File: config.mk
export PLATFORM = sky130hd
export DESIGN_NAME = oar_controller
export DESIGN_NICKNAME = d
export VERILOG_FILES = /design/src/rtl/oar_pkg.sv /design/src/rtl/oar_controller.sv
export SDC_FILE = /design/constraint.sdc
export NUM_CORES = 1
export LEC_CHECK = 0
export ABC_AREA = 0
export BUFFER_PORTS_ARGS = -buffer_cell sky130_fd_sc_hd__buf_2
export CAP_MARGIN = 10
export CORE_AREA = 2 2 39 41
export CTS_CLUSTER_SIZE = 28
export DETAILED_ROUTE_END_ITERATION = 8
export DIE_AREA = 0 0 41 43
export HOLD_SLACK_MARGIN = 0.1
export PLACE_DENSITY = 0.43
export SYNTH_ARGS = -nofsm -noshare
export SYNTH_HDL_FRONTEND = slang
export SYNTH_SLANG_ARGS = --single-unit
export TNS_END_PERCENT = 20
File: constraint.sdc
create_clock -name clk -period 1.1 [get_ports clk]
set_input_delay 0.275 -clock clk [delete_from_list [all_inputs] [get_ports clk]]
set_output_delay 0.275 -clock clk [all_outputs]
set_load 0.05 [all_outputs]
File: src/rtl/oar_pkg.sv
// Shared types, constants and command/status structs of the operand address resolver.
package oar_pkg;

    // Memory geometry: addresses alias above ADDR_BITS
    localparam int ADDR_BITS = 16;
    localparam int MEM_DEPTH = 1 << ADDR_BITS;

    // Channel widths
    localparam int S_DATA_W = 56;
    localparam int S_USER_W = 5;
    localparam int M_DATA_W = 24;

    // Addressing codes carried in s_tuser[4:1]
    typedef enum logic [3:0] {
        AM_IMM  = 4'd0,
        AM_ZP   = 4'd1,
        AM_ZPX  = 4'd2,
        AM_ZPY  = 4'd3,
        AM_ABS  = 4'd4,
        AM_ABSX = 4'd5,
        AM_ABSY = 4'd6,
        AM_IND  = 4'd7,
        AM_INDX = 4'd8,
        AM_INDY = 4'd9,
        AM_REL  = 4'd10,
        AM_IMPL = 4'd11,
        AM_ACC  = 4'd12
    } addr_mode_t;

    // Item class as seen by the controller
    typedef enum logic [1:0] {
        K_LOAD,
        K_DIRECT,
        K_PTR,
        K_NONE
    } kind_t;

    // Source of the memory read address
    typedef enum logic [1:0] {
        RD_EA,
        RD_PTR_LO,
        RD_PTR_HI,
        RD_PTR_EA
    } rd_sel_t;

    // Controller states
    typedef enum logic [2:0] {
        S_IDLE,
        S_PTR_LO,
        S_PTR_HI,
        S_PTR_DATA,
        S_DATA,
        S_RESULT
    } state_t;

    typedef struct packed {
        logic    capture;
        logic    mem_we;
        logic    mem_re;
        rd_sel_t rd_sel;
        logic    latch_plo;
        logic    latch_ea;
        logic    load_out;
    } cmd_t;

    typedef struct packed {
        kind_t kind;
        logic  out_free;
    } status_t;

endpackage

File: src/rtl/oar_controller.sv
// Controller state machine of the operand address resolver.
module oar_controller (
    input  logic               clk,
    input  logic               rst_n,
    input  logic               s_tvalid,
    output logic               s_tready,
    input  oar_pkg::status_t   status,
    output oar_pkg::cmd_t      cmd
);

    oar_pkg::state_t state_reg;
    oar_pkg::state_t state_next;

    always_ff @(posedge clk or negedge rst_n)
    begin
        if (!rst_n)
        begin
            state_reg <= oar_pkg::S_IDLE;
        end
        else
        begin
            state_reg <= state_next;
        end
    end

    // Next state
    always_comb
    begin
        state_next = state_reg;
        case (state_reg)
            oar_pkg::S_IDLE:
            begin
                if (s_tvalid)
                begin
                    case (status.kind)
                        oar_pkg::K_LOAD:   state_next = oar_pkg::S_IDLE;
                        oar_pkg::K_DIRECT: state_next = oar_pkg::S_DATA;
                        oar_pkg::K_PTR:    state_next = oar_pkg::S_PTR_LO;
                        default:           state_next = oar_pkg::S_RESULT;
                    endcase
                end
            end
            oar_pkg::S_PTR_LO:   state_next = oar_pkg::S_PTR_HI;
            oar_pkg::S_PTR_HI:   state_next = oar_pkg::S_PTR_DATA;
            oar_pkg::S_PTR_DATA: state_next = oar_pkg::S_RESULT;
            oar_pkg::S_DATA:     state_next = oar_pkg::S_RESULT;
            oar_pkg::S_RESULT:
            begin
                if (status.out_free)
                begin
                    state_next = oar_pkg::S_IDLE;
                end
            end
            default:             state_next = oar_pkg::S_IDLE;
        endcase
    end

    // Commands
    always_comb
    begin
        s_tready      = 1'b0;
        cmd.capture   = 1'b0;
        cmd.mem_we    = 1'b0;
        cmd.mem_re    = 1'b0;
        cmd.rd_sel    = oar_pkg::RD_EA;
        cmd.latch_plo = 1'b0;
        cmd.latch_ea  = 1'b0;
        cmd.load_out  = 1'b0;
        case (state_reg)
            oar_pkg::S_IDLE:
            begin
                s_tready    = 1'b1;
                cmd.capture = s_tvalid;
                cmd.mem_we  = s_tvalid && (status.kind == oar_pkg::K_LOAD);
            end
            oar_pkg::S_PTR_LO:
            begin
                cmd.mem_re = 1'b1;
                cmd.rd_sel = oar_pkg::RD_PTR_LO;
            end
            oar_pkg::S_PTR_HI:
            begin
                cmd.mem_re    = 1'b1;
                cmd.rd_sel    = oar_pkg::RD_PTR_HI;
                cmd.latch_plo = 1'b1;
            end
            oar_pkg::S_PTR_DATA:
            begin
                cmd.mem_re   = 1'b1;
                cmd.rd_sel   = oar_pkg::RD_PTR_EA;
                cmd.latch_ea = 1'b1;
            end
            oar_pkg::S_DATA:
            begin
                cmd.mem_re = 1'b1;
                cmd.rd_sel = oar_pkg::RD_EA;
            end
            oar_pkg::S_RESULT:
            begin
                cmd.load_out = status.out_free;
            end
            default:
            begin
                s_tready = 1'b0;
            end
        endcase
    end

endmodule

==> flow_summary.toml, run 1 <==
[clock_tree]
cts_buffers = 3
cts_buffer_depth = 2
path_clk_slew_ns = 0.04
clk_latency_ns = 0.23
cts_tree = "built"
cts-root-buf = "clkbuf_4"
cts_max_level = 1
cts_sinks = 3

[placed_design]
finalWeightedCongestion = 0.706
post-place-ws_ns = -0.302
port_buffers = 14
placed_cell_area_um2 = 367
place_hpwl_um = 504

[critical_path]
path_class = "flip-flop to primary output"
r2r-start = "state_reg[2]"
cp-start-kind = "flip-flop"
r2r_cells = 3
critPathCaptureType = "primary output"
crit_chain = "nor3_4 -> and3_4 -> buf_8"
crit_path_start = "state_reg[1]"
critical_path.max_stage_delay_ns = 0.45
required_ns = 0.82
crit_slowest_cell = "dfrtp_2"
crit_arrival_ns = 1.31
crit_fanout = 7
cp_top_family = "simple AND/OR/NAND/NOR gates"
path_depth = 3
rrSetupSlack_ns = -0.02
critPathBufInv = 1
worstReg2RegEnd = "state_reg[0]"
cp-endpoint = "cmd[6]"

[sta]
slew_headroom = 0.835
drv_slew = 0
hold_violations = 0
fmax_ghz = 0.631
fin_skew_ns = 0.00257
fin_ws_ns = -0.486
post-route-period-util = 1.44
fin_crit_ns = 1.59
worstMarginPinSlew_ns = 0.243
rsz0062_at_grt = "yes"
setup_viol = 11

[synthesis]
ys_seq_elements = 3
synthesis.instances = 26
yosys.area.top_type = "dfrtp_1"
synth_nets = 32
ys_top_cells_by_area = "dfrtp_1, o311ai_1, buf_2, nor2_1, a21oi_1"
ys.warnings.count = 0
yosysTopAreaCellShare = 0.345
synth_seq_area_share = 0.345
avgSynthCellArea_um2 = 8.37
syn-cell-area_um2 = 218
synth_cell_types = 16

[min_path]
hp-class = "input port to async pin"

[die]
die_w_um = 41
ios = 15
initial_core_util = 0.157
dieArea_um2 = 1760
die_y_um = 43
fp.coreArea_um2 = 1380
num_rows = 14

[route]
wirelength_um = 737
wl_per_cell_um = 11.0
via_per_inst = 4.06
firstDrtPassIters = 1
num_vias = 272
drc_errors = 0
drtIter0Drc = 0
antenna_left = 0

[grt]
busiest_layer = "met2"
grt_use_met2 = 0.156
grt_pass1_vias = 310
grt_pass1_wl_um = 1290
gr-usage-all-layers = 0.113
use_met1 = 0.120
grt_use_met3 = 0.0681
antenna_found_initial = 0
grt_overflow_total = 0
grt_start_max_net_pins = 9

[cells_and_area]
diodes = 0
multi_input_comb_area_um2 = 136
regArea_um2 = 77.6
nNetsFinal = 58
final_layout_size_suffix_gt1_frac = 0.627
utilization = 0.347
nFillCells = 138
area_delta_synth_final_pct = 121
final_area_um2 = 480
largest_reg_flops = 3

[outcome]
violations = "negative setup slack"
status = "finished with violations"

[job]
cap_violations = 0
==> worst register-to-register path, cell delays in order (launching register included) <==
cell      delay (ns)
dfrtp_2         0.40
buf_6           0.13
or3b_1          0.37
o311ai_1        0.10
==> logic make-up (layout without fill, tap and decap cells) <==
family,after synthesis,count (layout),share of synthesized area
compound gates,5,5,0.161
xor+xnor,1,1,0.0402
buf+inv,5,30,0.103
flops,3,3,0.345
simple gates,12,12,0.351
==> what timing repair did <==
item	4_1_cts	5_1_grt
gates resized for setup	18	5
hold endpoints to repair	3	0
hold buffers	1	0
buffers inserted	0	1
setup endpoints to repair	11	11
pin swaps	3	1
==> metrics by stage <==
step / TNS (ns) / hold WS, ns / cells
global route: -4.18 / 0.376 / 67
finish: -3.41 / 0.365 / 67
floorplan: -3.20 / -0.0206 / 26
detailed placement: -1.85 / 0.0758 / 61
global placement: -1.89 / 0.0781 / 61
CTS: -3.59 / 0.362 / 66
==> per-layer routing <==
layer  part of all wire  vias up
li1                   -      138
met1               0.37      117
met2               0.50       15
met3               0.12        2
met4             0.0054        0
met5                  0        -
==> final cells by class <==
type | instances | share of cell area
inverter | 2 | 0.0156
tap | 16 | 0.0417
timing repair buffer | 24 | 0.443
sequential | 3 | 0.161
multi-input combinational | 18 | 0.284
clock buffer | 4 | 0.0547
==> worst min path at each step <==
stage / startpoint / end / slack [ns]
floorplan: rst_n / state_reg[0] / -0.02
global placement: rst_n / state_reg[2] / 0.08
finish: rst_n / state_reg[2] / 0.37
detailed placement: rst_n / state_reg[2] / 0.08
CTS: rst_n / state_reg[2] / 0.36
global route: rst_n / state_reg[2] / 0.38
==> Yosys cell counts <==
cell and n:
dfrtp_1 3, a21oi_1 2, buf_2 3, o21a_1 1
and2_1 1, o311ai_1 2, and3_1 1, or3b_1 1
inv_1 2, nor2b_1 1, nand3b_1 1, nor3_2 1
nand2b_1 1, xnor2_1 1, and4b_1 1, nor2_1 4
==> layout by cell type (no fill, tap or decap), drive strengths merged <==
cell / instances
and3: 1
o311ai: 2
dlygate4sd3: 1
buf: 23
a21oi: 2
and2: 1
inv: 2
o21a: 1
nor2: 4
xnor2: 1
nand3b: 1
and4b: 1
dfrtp: 3
nand2b: 1
nor2b: 1
clkbuf: 4
nor3: 1
or3b: 1
Power of run 1 is left out: the tool's default activity adds up to more than one toggle a clock period on the data nets, which glitch-free logic cannot reach.
==> run 2: changes to the inputs <==
RECOVER_POWER = 50   (was default)
SKIP_CTS_REPAIR_TIMING = 1   (was default)
==> run 2 against run 1 <==
  * The flow still finishes with violations (negative setup slack)
  * Routed wire length grew 5.3%
  * Clock-buffer cell count did not move
  * Register-to-register slack got worse by 0.10 ns
  * Highest routed layer unchanged
  * Via count up 4.0%
==> flow_summary.toml, run 2 (synthesis results as in run 1) <==
[power]
pwr-share-comb = 0.749
p_per_area_nw_per_um2 = 3690
ir_worst_vdd_mv = 2.18
internal_power_uw = 845
netSwitchingPower_uw = 933
seqPwrFrac = 0.142
switching_share = 0.525
p_clk_frac = 0.110
leakagePower_uw = 0.000238

[grt]
grt_overflow_total = 0
grt_start_max_net_pins = 9
grt_pass1_wl_um = 1080
gr-usage-all-layers = 0.0967
grt_pass1_vias = 264
antenna_found_initial = 0

[min_path]
hp-class = "input port to async pin"

[sta]
setup_viol = 11
hold_violations = 0
drv_slew = 0
slew_headroom = 0.834
fin_ws_ns = -0.451
fmax_ghz = 0.645
post-route-period-util = 1.41
rsz0062_at_grt = "yes"
fin_skew_ns = 0.00287
worstMarginPinSlew_ns = 0.249
fin_crit_ns = 1.55

[placed_design]
port_buffers = 14
finalWeightedCongestion = 0.706
post-place-ws_ns = -0.302
place_hpwl_um = 504

[critical_path]
critPathCaptureType = "primary output"
path_class = "flip-flop to primary output"
required_ns = 0.82
crit_chain = "nor3_4 -> and3_4 -> buf_8"
path_depth = 3
critPathBufInv = 1
crit_arrival_ns = 1.28
crit_slowest_cell = "dfrtp_2"
critical_path.max_stage_delay_ns = 0.44
cp_top_family = "simple AND/OR/NAND/NOR gates"
cp-start-kind = "flip-flop"
crit_fanout = 6
r2r_cells = 3

[clock_tree]
path_clk_slew_ns = 0.04
clk_latency_ns = 0.24
cts_buffer_depth = 2
cts_buffers = 3
cts_tree = "built"
cts_sinks = 3
cts-root-buf = "clkbuf_4"
cts_max_level = 1

[route]
via_per_inst = 4.22
drc_errors = 0
firstDrtPassIters = 2
wirelength_um = 776
wl_per_cell_um = 11.6
antenna_left = 0
num_vias = 283
drtIter0Drc = 5

[cells_and_area]
nNetsFinal = 58
largest_reg_flops = 3
area_delta_synth_final_pct = 121
mostFrequentLayoutCells = "buf_4, buf_2, buf_6"
diodes = 0
final_layout_size_suffix_gt1_frac = 0.627
final_common_cell = "buf_4"
utilization = 0.348

[die]
die_y_um = 43
dieArea_um2 = 1760
initial_core_util = 0.157
ios = 15
num_rows = 14
die_w_um = 41
fp.coreArea_um2 = 1380

[outcome]
violations = "negative setup slack"
status = "finished with violations"

[job]
cap_violations = 0
-- run 2: cell count changes in the layout (fill, tap and decap cells not counted), sizes merged --
cell	previous run	this run
buf	23	22
clkbuf	4	5
-- run 2: power by group through the flow --
stage / Sequential (uW) / Combinational (uW) / Clock [uW]
after floorplan: 184 / 922 / 0
after global placement: 253 / 1090 / 0
after detailed placement: 252 / 1080 / 0
after CTS: 251 / 1090 / 204
after global routing: 268 / 1420 / 212
final: 252 / 1330 / 195
-- run 2: layout make-up --
class | count | area [um^2]
Timing Repair Buffer | 24 | 200
Clock buffer | 4 | 26.3
Sequential cell | 3 | 76.3
Inverter | 2 | 7.51
Fill cell | 146 | 902
Tap cell | 16 | 20.0
Multi-Input combinational cell | 18 | 151
-- run 2: worst paths after layout --
check                             startpoint            to  slack [ns]
worst min-delay path                   rst_n  state_reg[2]        0.38
min in group clk                   status[0]  state_reg[2]        0.41
max in group asynchronous              rst_n  state_reg[1]        0.55
worst min register to register  state_reg[2]  state_reg[1]        0.67
worst max-delay path            state_reg[1]        cmd[6]       -0.45
worst max register to register  state_reg[1]  state_reg[0]       -0.12
-- run 2: routing by layer --
metal	wire [um]	share of wire	vias to the layer above	track usage
li1	-	-	139	-
met1	292	0.38	125	0.117
met2	387	0.50	15	0.116
met3	79	0.10	4	0.0576
met4	16	0.021	0	0.0800
met5	0	0	-	0
-- run 2: stage by stage --
stage          total power (uW)  cell area (um^2)  TNS [ns]  hold WS [ns]  cells
6_report                   1780               482     -3.56         0.375     67
2_1_floorplan              1110               244     -3.20       -0.0206     26
3_3_place_gp               1340               367     -1.89        0.0781     61
5_1_grt                    1900               482     -4.37         0.404     67
3_5_place_dp               1340               367     -1.85        0.0758     61
4_1_cts                    1540               393     -4.22        -0.177     65
Note: power is estimated with default switching activity, not from simulation.
